<file path="src/rtl/tcce_pkg.sv">
// ----------------------------------------------------------------------------
// tcce_pkg: shared types and constants of the text console cursor engine
// Screen geometry, character codes, mode codes and the memory request bundle.
// ----------------------------------------------------------------------------
package tcce_pkg;

  // Screen geometry
  localparam int SCREEN_COLS = 80;
  localparam int SCREEN_ROWS = 25;
  localparam int CELL_COUNT  = SCREEN_COLS * SCREEN_ROWS;
  localparam int COPY_LEN    = CELL_COUNT - SCREEN_COLS;

  // Field widths
  localparam int ADDR_W  = $clog2(CELL_COUNT);
  localparam int COL_W   = 7;
  localparam int ROW_W   = 5;
  localparam int CELL_W  = 16;
  localparam int POS_W   = 11;
  localparam int COLOR_W = 8;
  localparam int CHAR_W  = 8;
  localparam int CFG_IDX_W  = 1;
  localparam int CFG_DATA_W = 11;

  // Character codes
  localparam logic [CHAR_W-1:0] CH_NUL       = 8'h00;
  localparam logic [CHAR_W-1:0] CH_BACKSPACE = 8'h08;
  localparam logic [CHAR_W-1:0] CH_NEWLINE   = 8'h0A;
  localparam logic [CHAR_W-1:0] CH_SPACE     = 8'h20;

  // Color after reset
  localparam logic [COLOR_W-1:0] RESET_COLOR = 8'h07;

  // Configuration register indexes
  localparam logic [CFG_IDX_W-1:0] CFG_TEXT_COLOR  = 1'b0;
  localparam logic [CFG_IDX_W-1:0] CFG_ERASE_LIMIT = 1'b1;

  // Command modes
  typedef enum logic [1:0] {
    MODE_PUT   = 2'd0,
    MODE_CLEAR = 2'd1,
    MODE_READ  = 2'd2,
    MODE_NONE  = 2'd3
  } mode_t;

  // Cell memory request bundle: one write and one read request
  typedef struct packed {
    logic              we;
    logic [ADDR_W-1:0] waddr;
    logic [CELL_W-1:0] wdata;
    logic              re;
    logic [ADDR_W-1:0] raddr;
  } mem_req_t;

  // Linear cell index of a row and column
  function automatic logic [ADDR_W-1:0] lin_addr(input logic [ROW_W-1:0] row,
                                                 input logic [COL_W-1:0] col);
    lin_addr = ADDR_W'(row) * ADDR_W'(SCREEN_COLS) + ADDR_W'(col);
  endfunction

endpackage

</file>
<file path="src/rtl/tcce_ctrl.sv">
// ----------------------------------------------------------------------------
// tcce_ctrl: cursor sequencer of the text console
// Runs one command at a time over the cell memory through a shared
// row-times-width address unit: put, backspace scan, scroll, fill and read.
// ----------------------------------------------------------------------------
module tcce_ctrl import tcce_pkg::*; (
  input  logic                clk,
  input  logic                rst,
  input  logic                start,
  input  logic [1:0]          mode,
  input  logic [CHAR_W-1:0]   char_code,
  input  logic [COL_W-1:0]    read_col,
  input  logic [ROW_W-1:0]    read_row,
  input  logic [COLOR_W-1:0]  text_color,
  input  logic [POS_W-1:0]    erase_limit,
  input  logic [CELL_W-1:0]   rdata,
  output mem_req_t            mreq,
  output logic                busy,
  output logic                done,
  output logic [POS_W-1:0]    cursor_pos,
  output logic [CHAR_W-1:0]   read_char
);

  typedef enum logic [7:0] {
    S_INIT     = 8'b0000_0001,
    S_IDLE     = 8'b0000_0010,
    S_RD_WAIT  = 8'b0000_0100,
    S_SCROLL   = 8'b0000_1000,
    S_FILL     = 8'b0001_0000,
    S_SCAN_RD  = 8'b0010_0000,
    S_SCAN_CMP = 8'b0100_0000,
    S_DONE     = 8'b1000_0000
  } state_t;

  state_t              state, state_next;
  logic [ROW_W-1:0]    row, row_next;
  logic [COL_W-1:0]    col, col_next;
  logic [ADDR_W-1:0]   cnt, cnt_next;
  logic                wr_pend, wr_pend_next;
  logic [ADDR_W-1:0]   wr_addr, wr_addr_next;
  logic [CHAR_W-1:0]   rd_char, rd_char_next;

  logic                lin_sel_read;
  logic [ROW_W-1:0]    lin_row;
  logic [COL_W-1:0]    lin_col;
  logic [ADDR_W-1:0]   lin;
  logic                read_in_range;
  logic [CHAR_W-1:0]   put_ch;

  // Shared address unit: read coordinates on a read command, else the cursor
  assign lin_sel_read  = (state == S_IDLE) && (mode_t'(mode) == MODE_READ);
  assign lin_row       = lin_sel_read ? read_row : row;
  assign lin_col       = lin_sel_read ? read_col : col;
  assign lin           = lin_addr(lin_row, lin_col);

  assign read_in_range = (int'(read_col) < SCREEN_COLS) && (int'(read_row) < SCREEN_ROWS);
  assign put_ch        = (char_code == CH_NEWLINE) ? CH_NUL : char_code;

  assign busy       = (state != S_IDLE);
  assign done       = (state == S_DONE);
  assign cursor_pos = POS_W'(lin);
  assign read_char  = rd_char;

  // Sequencer
  always_comb begin
    state_next   = state;
    row_next     = row;
    col_next     = col;
    cnt_next     = cnt;
    wr_pend_next = 1'b0;
    wr_addr_next = wr_addr;
    rd_char_next = rd_char;
    mreq         = '0;

    case (state)
      // Sweep the screen to spaces in the reset color
      S_INIT: begin
        mreq.we    = 1'b1;
        mreq.waddr = cnt;
        mreq.wdata = {RESET_COLOR, CH_SPACE};
        if (cnt == ADDR_W'(CELL_COUNT - 1)) begin
          cnt_next   = '0;
          state_next = S_IDLE;
        end else begin
          cnt_next = cnt + ADDR_W'(1);
        end
      end

      // Decode a command on transfer
      S_IDLE: begin
        if (start) begin
          rd_char_next = CH_NUL;
          state_next   = S_DONE;
          case (mode_t'(mode))
            MODE_PUT: begin
              if (char_code == CH_BACKSPACE) begin
                if (POS_W'(lin) == erase_limit) begin
                  state_next = S_DONE;
                end else if (col != '0) begin
                  col_next   = col - COL_W'(1);
                  mreq.we    = 1'b1;
                  mreq.waddr = lin - ADDR_W'(1);
                  mreq.wdata = {text_color, CH_SPACE};
                end else if (row != '0) begin
                  row_next   = row - ROW_W'(1);
                  col_next   = COL_W'(SCREEN_COLS - 1);
                  state_next = S_SCAN_RD;
                end
              end else begin
                mreq.we    = 1'b1;
                mreq.waddr = lin;
                mreq.wdata = {text_color, put_ch};
                if (char_code == CH_NEWLINE || col == COL_W'(SCREEN_COLS - 1)) begin
                  col_next = '0;
                  if (row == ROW_W'(SCREEN_ROWS - 1)) begin
                    cnt_next   = '0;
                    state_next = S_SCROLL;
                  end else begin
                    row_next = row + ROW_W'(1);
                  end
                end else begin
                  col_next = col + COL_W'(1);
                end
              end
            end
            MODE_CLEAR: begin
              row_next   = '0;
              col_next   = '0;
              cnt_next   = '0;
              state_next = S_FILL;
            end
            MODE_READ: begin
              if (read_in_range) begin
                mreq.re    = 1'b1;
                mreq.raddr = lin;
                state_next = S_RD_WAIT;
              end
            end
            default: begin
              state_next = S_DONE;
            end
          endcase
        end
      end

      // Capture the addressed character
      S_RD_WAIT: begin
        rd_char_next = rdata[CHAR_W-1:0];
        state_next   = S_DONE;
      end

      // Copy each cell one row up; the write of each cell is registered behind its read
      S_SCROLL: begin
        if (wr_pend) begin
          mreq.we    = 1'b1;
          mreq.waddr = wr_addr;
          mreq.wdata = rdata;
        end
        if (cnt != ADDR_W'(COPY_LEN)) begin
          mreq.re      = 1'b1;
          mreq.raddr   = cnt + ADDR_W'(SCREEN_COLS);
          wr_addr_next = cnt;
          wr_pend_next = 1'b1;
          cnt_next     = cnt + ADDR_W'(1);
        end else begin
          state_next = S_FILL;
        end
      end

      // Fill from cnt to the last cell with spaces in the current color
      S_FILL: begin
        mreq.we    = 1'b1;
        mreq.waddr = cnt;
        mreq.wdata = {text_color, CH_SPACE};
        if (cnt == ADDR_W'(CELL_COUNT - 1)) begin
          state_next = S_DONE;
        end else begin
          cnt_next = cnt + ADDR_W'(1);
        end
      end

      // Backspace scan: fetch the cell under the cursor
      S_SCAN_RD: begin
        mreq.re    = 1'b1;
        mreq.raddr = lin;
        state_next = S_SCAN_CMP;
      end

      // Step left over spaces, stop at column 0, then erase
      S_SCAN_CMP: begin
        if (col != '0 && rdata[CHAR_W-1:0] == CH_SPACE) begin
          col_next   = col - COL_W'(1);
          state_next = S_SCAN_RD;
        end else begin
          mreq.we    = 1'b1;
          mreq.waddr = lin;
          mreq.wdata = {text_color, CH_SPACE};
          state_next = S_DONE;
        end
      end

      S_DONE: begin
        state_next = S_IDLE;
      end

      default: begin
        state_next = S_IDLE;
      end
    endcase
  end

  // Control registers
  always_ff @(posedge clk) begin
    if (rst) begin
      state   <= S_INIT;
      row     <= '0;
      col     <= '0;
      cnt     <= '0;
      wr_pend <= 1'b0;
    end else begin
      state   <= state_next;
      row     <= row_next;
      col     <= col_next;
      cnt     <= cnt_next;
      wr_pend <= wr_pend_next;
    end
  end

  // Payload registers
  always_ff @(posedge clk) begin
    wr_addr <= wr_addr_next;
    rd_char <= rd_char_next;
  end

  // Cursor never leaves the screen
  a_cursor_range: assert property (@(posedge clk) disable iff (rst)
    (int'(row) < SCREEN_ROWS) && (int'(col) < SCREEN_COLS))
    else $error("cursor outside the screen");

  // Memory writes stay inside the cell store
  a_write_range: assert property (@(posedge clk) disable iff (rst)
    mreq.we |-> (int'(mreq.waddr) < CELL_COUNT))
    else $error("cell write outside the store");

  // A transfer is followed by busy
  a_accept_busy: assert property (@(posedge clk) disable iff (rst)
    (start && !busy) |=> busy)
    else $error("command taken without going busy");

  // A result strobe lasts one cycle and returns to idle
  a_done_idle: assert property (@(posedge clk) disable iff (rst)
    done |=> (!done && !busy))
    else $error("result strobe not followed by idle");

  // Reads outside the idle state only during scroll or scan
  a_read_scan: assert property (@(posedge clk) disable iff (rst)
    (mreq.re && state != S_IDLE) |-> (state == S_SCROLL || state == S_SCAN_RD))
    else $error("unexpected cell read");

endmodule

</file>
<file path="config.mk">
export PLATFORM = sky130hd
export DESIGN_NAME = tcce_ctrl
export DESIGN_NICKNAME = d
export VERILOG_FILES = /design/src/rtl/tcce_pkg.sv /design/src/rtl/tcce_ctrl.sv
export SDC_FILE = /design/constraint.sdc
export NUM_CORES = 1
export LEC_CHECK = 0
export ABC_AREA = 1
export BUFFER_PORTS_ARGS = -buffer_cell sky130_fd_sc_hd__clkbuf_2
export CAP_MARGIN = 20
export CORE_MARGIN = 2
export CORE_UTILIZATION = 55
export CTS_CLUSTER_DIAMETER = 100
export DETAILED_ROUTE_END_ITERATION = 8
export PLACE_DENSITY = 0.82
export SLEW_MARGIN = 40
export SYNTH_ARGS = -nofsm -noshare
export SYNTH_HDL_FRONTEND = slang
export SYNTH_SLANG_ARGS = --single-unit
</file>
<file path="constraint.sdc">
create_clock -name clk -period 10.9 [get_ports clk]
set_input_delay 0 -clock clk [delete_from_list [all_inputs] [get_ports clk]]
set_output_delay 0 -clock clk [all_outputs]
set_load 0.01 [all_outputs]
</file>
# == Word level (Yosys, flattened, before mapping) ==
# Index checks and enable logic that the tools add are counted.
# word_totals
reg_bits,51
latchBits,0
ram_bits,0
romBits,0
in_bits,60
output_inout_bits,61
memories,0
# op_classes
addsub,8
multipliers,1
n_div,0
magnitude_cmp,2
n_eq_ne,37
n_shift,0
mux,57
bitwise,1
n_reduce_logical,18
# op_table
operator,n
28-bit 2-to-1 mux,6
28-bit case mux with 5 select lines,1
8-bit 2-to-1 mux,14
11-bit 2-to-1 mux,7
7-bit 2-to-1 mux,8
8-bit case mux with 7 select lines,1
11-bit case mux with 4 select lines,1
40-bit 2-to-1 mux,1
12-bit 2-to-1 mux,3
12-bit case mux with 3 select lines,1
5-bit 2-to-1 mux,7
7-bit case mux with 2 select lines,2
8-bit by 4-bit == test with 1-bit output (second input constant),3
3-bit != test (second input constant),8
8-bit case mux with 3 select lines,1
11-bit case mux with 2 select lines,1
8-bit by 6-bit == test with 1-bit output (second input constant),2
8-bit case mux with 2 select lines,1
8-bit AND reduction,2
2-bit != test (second input constant),7
11-bit by 1-bit adder with 11-bit output (second input constant),1
11-bit by 7-bit adder with 11-bit output,1
11-bit by 7-bit adder with 11-bit output (second input constant),1
11-bit == test,1
38 further kinds,43

# == Logic depth before layout (Yosys ltp) ==
# Gate-level depths: netlist (run 1).
# depth
word_depth,12
mapped_depth,29
mapped_depth_nobuf,28

# == Worst setup path after synthesis (run 1) ==
# Ideal clock, no wire load.
# synth_path
path_kind,register to register
start,register state[4]
end,register col[4]
setup_time_ns,0.112
arrival_ns,3.535
slack_ns,7.253
stages_incl_launch_ff,28
path_buffers,1
synth_period_minus_slack_ns,3.647
path_cell_list,dfxtp_1 -> nor2_2 -> nand2_4 -> inv_4 -> nand2_4 -> nor2_4 -> clkbuf_1 -> nand2_1 -> o21ai_0 -> xor2_1 -> inv_1 -> ha_1 -> fa_1 -> inv_1 -> nor3_1 -> nand2_2 -> nand2_1 -> nand2_1 -> nand3_1 -> nand2_1 -> nor2_4 -> nand3_4 -> nand2_2 -> nand3_4 -> nand2_4 -> inv_4 -> nor2_1 -> nor2_1
# synth_via
elab_chain_len,8
elab_cells_between_ends,16
classes_between,add/sub (1); mul (1); eq/ne (8); mux (3); reduce/logical (3)
# synth_lines
item,line,source
start: declaration,tcce_ctrl.sv:35,"state_t state, state_next;"
start signal: assignment,tcce_ctrl.sv:221,state <= state_next;
8-bit by 2-bit == test with 1-bit output,"tcce_ctrl.sv:51, tcce_ctrl.sv:75",
1-bit logical AND,tcce_ctrl.sv:51,assign lin_sel_read = (state == S_IDLE) && (mode_t'(mode) == MODE_READ);
5-bit 2-to-1 mux,tcce_ctrl.sv:52,assign lin_row = lin_sel_read ? read_row : row;
5-bit by 3-bit multiplier with 7-bit output,tcce_pkg.sv:57,lin_addr = ADDR_W'(row) * ADDR_W'(SCREEN_COLS) + ADDR_W'(col);
11-bit by 7-bit adder with 11-bit output,tcce_pkg.sv:57,
11-bit == test,tcce_ctrl.sv:97,if (POS_W'(lin) == erase_limit) begin
4-bit != test (no line),--,
6-bit AND reduction (no line),--,
end signal: assignment,tcce_ctrl.sv:223,col <= col_next;
end: declaration,tcce_ctrl.sv:37,"logic [COL_W-1:0] col, col_next;"
# Parallel ways exist; a longest one is shown, timed or not.
# A chain may end at the register's enable or synchronous reset.

==> flow_summary.json, run 1 <==
{
  "syn_inst": 730,
  "clock_skew_ns": 0.0103,
  "grt-ovfl-total": 0,
  "avgRoutedWirePerCell_um": 16.1,
  "io_buffers": 120,
  "drc": 0,
  "grt_pass1_vias": 5099,
  "first_iter_violations": 481,
  "grtUsageTotal_pct": 31.9,
  "hold_class": "primary input to flip-flop",
  "regArea_mm2": 0.00121,
  "totalWireLength_mm": 15.4,
  "diodes": 0,
  "tns_ns": 0,
  "cts_setup_buffers": 0,
  "layout_commonest_cell": "nand2_1",
  "period_share_pct": 40.1,
  "ir_worst_vdd_uv": 58.8,
  "ys_types": 52,
  "dieArea_mm2": 0.00960,
  "clk_latency_ns": 0.31,
  "leakage_nw": 2.81,
  "finalHoldViolations": 0,
  "grt_pass1_wl_mm": 25.1,
  "grt_max_degree": 21,
  "cts_tree": "done",
  "ys_warn_count": 0,
  "crit_required_ns": 10.90,
  "crit_slowest_cell": "fa_1",
  "min_from": "rdata[6]",
  "path_clk_slew_ns": 0.10,
  "mostFrequentLayoutCells": "nand2_1 (170), clkbuf_2 (120), inv_1 (109)",
  "multiInputGateArea_mm2": 0.00314,
  "chipHeight_um": 98.0,
  "start_util_pct": 56.3,
  "period_minus_slack_ns": 4.37,
  "cts_buffer_depth": 2,
  "viasPerCell": 5.64,
  "crit_chain": "nand2_1 > nor2_4 > nand2_4 > nor2_4 > nand2_1 > o21ai_0 > xor2_1 > inv_1 > ha_1 > fa_1 > inv_1 > nor3_1 > nand2_2 > nand2_1 > nand2_1 > nand3_1 > nand2_1 > nor2_4 > nand4_1 > nand2_1 > inv_2 > o21ai_1 > o211ai_1 > clkbuf_2",
  "h-tree-depth": 2,
  "fin_cells": 954,
  "syn_nets": 810,
  "nFillCells": 831,
  "criticalPathCategory": "flip-flop to primary output",
  "layout-drive-gt1-share_pct": 23.5,
  "synth_seq_area_share_pct": 24.9,
  "fmax_mhz": 229,
  "antenna_found_initial": 0,
  "syn_area_mm2": 0.00486,
  "reg2reg_from": "state[1]$_SDFFE_PP0P_",
  "numClockSinks": 51,
  "worstMarginPinSlew_ns": 0.904,
  "vias": 5377,
  "core_mm2": 0.00864,
  "relSlewSlack_pct": 39.2,
  "cap_violations": 0,
  "die_x_um": 98.0,
  "synth_area_per_cell_um2": 6.66,
  "numCtsBuffers": 5,
  "cp_slowest_stage_delay_ns": 0.54,
  "critPathLaunchType": "flip-flop",
  "power.density_mw_per_mm2": 73.4,
  "num_rows": 34,
  "cp_max_fo": 14,
  "power.total_uw": 414,
  "dr.pass1.iters": 5,
  "worstSetupEndpointType": "primary output",
  "post-place-cells": 945,
  "outcome": "finished clean",
  "syn2layout_area_growth_pct": 16.1,
  "finalNetCount": 925,
  "setup_violations": 0,
  "routabilityCongestion": 0.971,
  "path_common_cell": "nand2_1",
  "io_pins": 121,
  "critPathLaunch": "state[1]$_SDFFE_PP0P_",
  "timing.final.max_slew_violations": 0,
  "root_buffer": "clkbuf_8",
  "critPathArrivalTime_ns": 4.37,
  "rsz0062_at_grt": "false",
  "place_hpwl_mm": 12.7,
  "timing.hold.ws_ns": 0.0294,
  "ant_nets": 0,
  "ys_seq_elements": 51
}
-- layout make-up --
cell class                 instances  share of cell area, %
tap                              108                   2.40
clock inverter                     3                  0.355
inverter                         120                   8.07
multi-input combinational        546                   55.7
clock buffer                       5                   1.22
timing repair buffer             121                   10.8
sequential                        51                   21.5
-- through the flow --
step	setup slack (ns)	cell area, um^2	util, %
floorplan	7.25	4860	-
CTS	6.59	5640	65.3
global placement	7.15	5530	64.1
global route	6.11	5640	65.3
detailed placement	6.96	5540	64.2
finish	6.53	5640	65.3
-- worst paths after layout --
path	end	slack (ns)	depth (start not counted)
worst max register to register	row[1]$_SDFFE_PP0P_	6.92	25
worst min register to register	wr_addr[2]$_DFFE_PP_	0.47	0
worst min-delay path	read_char[6]$_SDFFCE_PN0P_	0.03	3
worst max-delay path	mreq[28]	6.53	24
-- where the power goes --
part           internal (mW)  switching [mW]  leakage, nW
sequential             0.201         0.00353        0.424
clock                 0.0450          0.0690       0.0418
combinational         0.0327          0.0628         2.34
total                  0.279           0.135         2.81
-- cell families after synthesis --
kind of cell | synth area share, %
buffers and inverters | 10.6
adder cells (fa/ha/maj) | 5.46
AO/OA/AOI/OAI | 12.5
AND/OR/NAND/NOR | 41.5
XOR/XNOR | 5.05
flip-flops | 24.9
-- metal layers --
layer / wire length, um / global-route usage [%]
met2: 7490 / 54.7
met4: 416 / 9.72
met1: 6260 / 42.1
met5: 0 / 0
met3: 1230 / 4.01
-- cells in the mapped netlist, drive strengths merged --
| cell type | number | area share (%) |
|---|---|---|
| buf | 4 | 0.54 |
| o2111ai | 5 | 0.90 |
| o41ai | 1 | 0.18 |
| nor4 | 13 | 2.4 |
| nor2 | 93 | 8.7 |
| a31oi | 4 | 0.51 |
| nor3b | 2 | 0.31 |
| o311ai | 1 | 0.18 |
| nand4 | 16 | 2.1 |
| a221oi | 3 | 0.54 |
| clkinv | 1 | 0.077 |
| o21ai | 37 | 4.1 |
| inv | 119 | 9.3 |
| nand3 | 47 | 6.4 |
| a21o | 1 | 0.15 |
| xor2 | 23 | 4.1 |
| o211ai | 2 | 0.31 |
| a41oi | 1 | 0.18 |
| clkbuf | 9 | 0.70 |
| o32ai | 1 | 0.18 |
| o2bb2ai | 2 | 0.36 |
| or2 | 1 | 0.13 |
| o31ai | 1 | 0.15 |
| a21oi | 19 | 2.1 |
| a211oi | 3 | 0.46 |
| a22oi | 2 | 0.31 |
| nand2 | 198 | 17 |
| dfxtp | 32 | 13 |
| xnor2 | 5 | 0.90 |
| nor3 | 26 | 3.4 |
| nand3b | 5 | 0.77 |
| o22ai | 14 | 1.8 |
| edfxtp | 19 | 12 |
| fa | 2 | 0.82 |
| ha | 18 | 4.6 |
-- worst max-delay path, delay by kind of cell (launching register included) --
kind                     cells  cell delay (ns)
AND/OR/NAND/NOR             14             1.87
adder cells (fa/ha/maj)      2             0.76
buffers and inverters        4             0.44
flip-flops                   1             0.41
AO/OA/AOI/OAI                3             0.40
XOR/XNOR                     1             0.18
-- flip-flops by register name, summed over array words and instances (netlist names) --
signal and count:
read_char 8, wr_addr 11, cnt 11, col 7
wr_pend 1, row 5, state 8
-- what timing repair did --
action	in CTS	in global routing
hold endpoints to repair	3	0
hold buffers	1	0
gates resized for setup	0	0
Note: power is estimated with default switching activity, not from simulation.
==> run 2, diff against run 1 <==
- clock period: 10.9 -> 4.4 ns (I/O delays scaled with it)
==> run 2 against run 1 <==
Effect of this change:
- flip-flop and latch count stayed put
- clock power is 140% higher
- sequential power is 150% higher
- wire length is 1.5% higher
- die area stayed put
- sequential share of layout area is 0.37 points lower
- via count is 2.0% higher
- critical path type unchanged
- largest cell class unchanged
==> flow_summary.json, run 2 (synthesized netlist as in run 1, its figures left out) <==
{
  "outcome": "finished clean",
  "reg2reg_from": "state[6]$_SDFFE_PP0P_",
  "cpLargestDelayFamily": "simple AND/OR/NAND/NOR gates",
  "worstMarginPinSlew_ns": 0.761,
  "power.density_mw_per_mm2": 178,
  "path_common_cell": "nor2_4",
  "path_buf_inv": 5,
  "ant_nets": 0,
  "grt-ovfl-total": 0,
  "mostFrequentLayoutCells": "nand2_1 (167), clkbuf_2 (119), inv_1 (109)",
  "routabilityCongestion": 0.967,
  "power.switching_uw": 333,
  "grt_pass1_wl_mm": 25.2,
  "numClockSinks": 51,
  "cts_tree": "done",
  "ir_worst_vdd_uv": 184,
  "reg2reg_to": "row[2]$_SDFFE_PP0P_",
  "fin_cells": 964,
  "crit_slowest_cell": "fa_1",
  "start_util_pct": 56.3,
  "numCtsBuffers": 5,
  "timing.final.max_slew_violations": 0,
  "nFillCells": 768,
  "antenna_found_initial": 0,
  "setup_violations": 0,
  "crit_required_ns": 4.40,
  "fmax_mhz": 243,
  "totalWireLength_mm": 15.6,
  "min_from": "rdata[6]",
  "switching_share_pct": 32.5,
  "cts_buffer_depth": 2,
  "vias": 5487,
  "layout-drive-gt1-share_pct": 25.4,
  "h-tree-depth": 2,
  "path_clk_slew_ns": 0.10,
  "p_int_uw": 692,
  "io_pins": 121,
  "grt_max_degree": 21,
  "crit_chain": "nor2_4 > nand2_4 > inv_4 > nand2_4 > nor2_4 > nand2_1 > o21ai_2 > xor2_1 > inv_1 > ha_1 > fa_1 > xnor2_2 > inv_1 > nand4_1 > nand3_1 > nand3_1 > nand2_1 > nor2_4 > nand4_1 > nand2_2 > inv_2 > o21ai_1 > o211ai_1 > buf_2",
  "diodes": 0,
  "finalNetCount": 935,
  "period_share_pct": 93.6,
  "rrSetupSlack_ns": 0.50,
  "cp_slowest_stage_delay_ns": 0.47,
  "worstSetupEndpointType": "primary output",
  "place_hpwl_mm": 12.7,
  "tns_ns": 0,
  "post-place-cells": 946,
  "core_mm2": 0.00864,
  "dr.pass1.iters": 6,
  "chipHeight_um": 98.0,
  "io_buffers": 120,
  "num_rows": 34,
  "p_clk_share_pct": 27.2,
  "period_minus_slack_ns": 4.12,
  "hold_class": "primary input to flip-flop",
  "cap_violations": 0,
  "hold_depth": 3,
  "leakage_nw": 2.86,
  "viasPerCell": 5.69,
  "critPathLaunchType": "flip-flop",
  "avgRoutedWirePerCell_um": 16.2,
  "timing.hold.ws_ns": 0.0377,
  "finalHoldViolations": 0,
  "criticalPathCategory": "flip-flop to primary output",
  "holdPathEnd": "read_char[6]$_SDFFCE_PN0P_",
  "top_regs": "cnt x11, wr_addr x11",
  "syn2layout_area_growth_pct": 18.3,
  "place_area_mm2": 0.00555,
  "first_iter_violations": 492,
  "clock_skew_ns": 0.00822,
  "layout_commonest_cell": "nand2_1",
  "combPwrFrac_pct": 23.4,
  "cp_max_fo": 10,
  "clk_latency_ns": 0.31,
  "relSlewSlack_pct": 49.1,
  "finish.instance_area_mm2": 0.00575,
  "root_buffer": "clkbuf_8",
  "rr_worst_depth": 26,
  "final_util_pct": 66.5,
  "dieArea_mm2": 0.00960,
  "grtUsageTotal_pct": 32.0,
  "seq_power_share_pct": 49.4,
  "drc": 0,
  "die_x_um": 98.0,
  "grt_pass1_vias": 5214,
  "critPathArrivalTime_ns": 4.12
}
==> run 2: tightest hold or removal path: stages <==
cell	delay [ns]
clkbuf_2	0.07
inv_1	0.06
nor2_1	0.10
==> run 2: layout make-up <==
class	instances	area, um^2	area share, %
Clock buffer	5	68.8	1.20
Clock inverter	3	20.0	0.348
Inverter	120	455	7.93
Multi-Input combinational cell	547	3180	55.3
Sequential cell	51	1210	21.1
Tap cell	108	135	2.35
Timing Repair Buffer	130	678	11.8
==> run 2: worst max path at each step <==
stage / start / endpoint / slack, ns / cells past startpoint
after floorplan: state[4]$_SDFFE_PP0P_ / col[4]$_SDFFE_PP0P_ / 0.75 / 27
after global placement: state[7]$_SDFFE_PP0P_ / mreq[28] / 0.64 / 25
after detailed placement: state[7]$_SDFFE_PP0P_ / mreq[23] / 0.48 / 25
after CTS: state[7]$_SDFFE_PP0P_ / mreq[28] / 0.12 / 25
after global routing: state[6]$_SDFFE_PP0P_ / mreq[28] / -0.02 / 24
final: state[6]$_SDFFE_PP0P_ / mreq[28] / 0.28 / 24
==> run 2: what timing repair did <==
item | CTS | global route
hold endpoints to repair | 7 | 0
hold buffers | 1 | 0
resized for setup | 0 | 9
setup buffers | 0 | 8
setup endpoints to repair | 0 | 21
==> run 2: per-layer routing <==
layer / GRT usage, % / wire length [um]
met5: 0 / 0
met4: 11.2 / 451
met3: 4.58 / 1390
met2: 53.3 / 7520
met1: 42.6 / 6260
==> run 2: power groups by stage <==
stage / Sequential, mW / Combinational, mW / Clock, mW
after global placement: 0.516 / 0.226 / 0
final: 0.506 / 0.239 / 0.279
after CTS: 0.506 / 0.233 / 0.285
after floorplan: 0.515 / 0.139 / 0
after detailed placement: 0.517 / 0.230 / 0
after global routing: 0.508 / 0.261 / 0.301
==> run 2: metrics by stage <==
stage / setup slack [ns] / power (mW)
after detailed placement: 0.484 / 0.748
final: 0.280 / 1.02
after floorplan: 0.753 / 0.654
after global routing: -0.0206 / 1.07
after CTS: 0.123 / 1.02
after global placement: 0.636 / 0.742
==> run 3, diff against run 2 <==
- CORE_MARGIN: 2 -> 8
- RECOVER_POWER: default -> 25
==> run 3 against run 2 <==
Effect of this change:
- combinational power about the same
- critical path depth unchanged
- worst setup slack worse by 0.040 ns
- die area up 26%
- first-iteration DRC count fell by 11%
- non-clock buffer count rose by 1
- register-to-register slack gained 0.14 ns
- power increased by 2.1%
- final cell count increased by 0.10%
- via count shrank 0.51%
- count of clock-buffer cells in the layout is 1 higher
- global-route usage down 5.7 points
- highest routed layer unchanged
==> flow_summary.json, run 3 (synthesized netlist as in run 1, its figures left out) <==
{
  "outcome": "finished clean",
  "cts_tree": "done",
  "reg2reg_from": "state[4]$_SDFFE_PP0P_",
  "io_buffers": 120,
  "timing.hold.ws_ns": 0.0345,
  "grt_pass1_wl_mm": 25.4,
  "cts_buffer_depth": 2,
  "h-tree-depth": 2,
  "ant_nets": 0,
  "crit_chain": "nor2_2 > nand2_4 > inv_4 > nand2_4 > nor2_4 > buf_4 > o21ai_0 > ha_2 > ha_1 > fa_1 > inv_1 > nor3_2 > nand2_2 > nand2_1 > nand2_1 > nand3_1 > nand2_1 > nor2_4 > nand4_1 > nand2_2 > inv_2 > o21ai_1 > o211ai_1 > buf_2",
  "layout-drive-gt1-share_pct": 24.4,
  "top_regs": "cnt x11, wr_addr x11",
  "rrSetupSlack_ns": 0.64,
  "grtUsageTotal_pct": 26.3,
  "syn2layout_area_growth_pct": 18.1,
  "place_ws_ns": 0.371,
  "period_share_pct": 94.5,
  "nFillCells": 812,
  "cpLargestDelayFamily": "simple AND/OR/NAND/NOR gates",
  "relSlewSlack_pct": 45.8,
  "period_minus_slack_ns": 4.16,
  "layout_commonest_cell": "nand2_1",
  "num_rows": 34,
  "grt-ovfl-total": 0,
  "rr_worst_depth": 25,
  "cap_violations": 0,
  "crit_slowest_cell": "fa_1",
  "grt_pass1_vias": 5230,
  "die_x_um": 110,
  "hold_class": "primary input to flip-flop",
  "reg2reg_to": "col[5]$_SDFFE_PP0P_",
  "timing.final.max_slew_violations": 0,
  "cp.depth": 24,
  "holdPathEnd": "read_char[3]$_SDFFCE_PN0P_",
  "root_buffer": "clkbuf_8",
  "fmax_mhz": 240,
  "cp_slowest_stage_delay_ns": 0.60,
  "chipHeight_um": 110,
  "finalHoldViolations": 0,
  "path_buf_inv": 5,
  "numClockSinks": 51,
  "path_clk_slew_ns": 0.10,
  "vias": 5459,
  "hold_depth": 3,
  "finalNetCount": 936,
  "clk_latency_ns": 0.32,
  "viasPerCell": 5.66,
  "worst_slack_ns": 0.240,
  "place_hpwl_mm": 13.2,
  "final_util_pct": 66.4,
  "ir_worst_vdd_uv": 163,
  "numCtsBuffers": 5,
  "dr.pass1.iters": 8,
  "critPathArrivalTime_ns": 4.16,
  "cp_max_fo": 10,
  "worstMarginPinSlew_ns": 0.810,
  "drc": 0,
  "antenna_found_initial": 0,
  "min_from": "rdata[3]",
  "diodes": 0,
  "tns_ns": 0,
  "path_common_cell": "nand2_1",
  "grt_max_degree": 21,
  "clock_skew_ns": 0.0156,
  "routabilityCongestion": 0.942,
  "criticalPathCategory": "flip-flop to primary output",
  "first_iter_violations": 436,
  "avgRoutedWirePerCell_um": 16.9,
  "mostFrequentLayoutCells": "nand2_1 (168), clkbuf_2 (110), inv_1 (109)",
  "leakage_nw": 2.84,
  "dieArea_mm2": 0.0121,
  "regArea_mm2": 0.00121,
  "core_mm2": 0.00864,
  "start_util_pct": 56.3,
  "io_pins": 121,
  "setup_violations": 0,
  "multiInputGateArea_mm2": 0.00316,
  "totalWireLength_mm": 16.3,
  "crit_required_ns": 4.40,
  "worstSetupEndpointType": "primary output",
  "critPathLaunchType": "flip-flop",
  "power.density_mw_per_mm2": 182
}
run 3: worst max path at each step:
stage	start	to
finish	state[4]$_SDFFE_PP0P_	mreq[28]
detailed placement	state[7]$_SDFFE_PP0P_	mreq[28]
floorplan	state[4]$_SDFFE_PP0P_	col[4]$_SDFFE_PP0P_
global placement	state[7]$_SDFFE_PP0P_	mreq[17]
global route	state[4]$_SDFFE_PP0P_	mreq[28]
CTS	state[7]$_SDFFE_PP0P_	mreq[28]
run 3: tightest hold or removal path: cells and delay by family:
| family | cells | cell delay (ns) |
|---|---|---|
| buffers and inverters | 2 | 0.14 |
| and+or+nand+nor | 1 | 0.09 |
run 3: per-layer routing:
| metal | track usage, % | routed length (um) |
|---|---|---|
| met2 | 44.2 | 7900 |
| met5 | 0 | 0 |
| met1 | 33.3 | 6570 |
| met3 | 4.13 | 1400 |
| met4 | 9.35 | 414 |
run 3: final cells by class:
class / instances / share of cell area [%]
Multi-Input combinational cell: 547 / 55.1
Timing Repair Buffer: 131 / 11.8
Inverter: 120 / 7.94
Sequential cell: 51 / 21.2
Tap cell: 108 / 2.36
Clock inverter: 2 / 0.284
Clock buffer: 6 / 1.44
run 3: timing repair:
| action | CTS | global route |
|---|---|---|
| hold endpoints to repair | 7 | 0 |
| hold buffers | 1 | 0 |
| buffers inserted | 0 | 9 |
| setup endpoints to repair | 0 | 22 |
| resized for setup | 0 | 10 |
run 3: stage by stage:
| step | instance area (um^2) | power [mW] | cells |
|---|---|---|---|
| after floorplan | 4860 | 0.654 | 730 |
| after global placement | 5540 | 0.744 | 946 |
| after detailed placement | 5550 | 0.748 | 946 |
| after CTS | 5660 | 1.04 | 955 |
| after global routing | 5740 | 1.08 | 965 |
| final | 5740 | 1.05 | 965 |
run 3: where the power goes:
part	switching (mW)	internal, mW
clock network	0.173	0.129
logic	0.156	0.0815
registers	0.00865	0.498
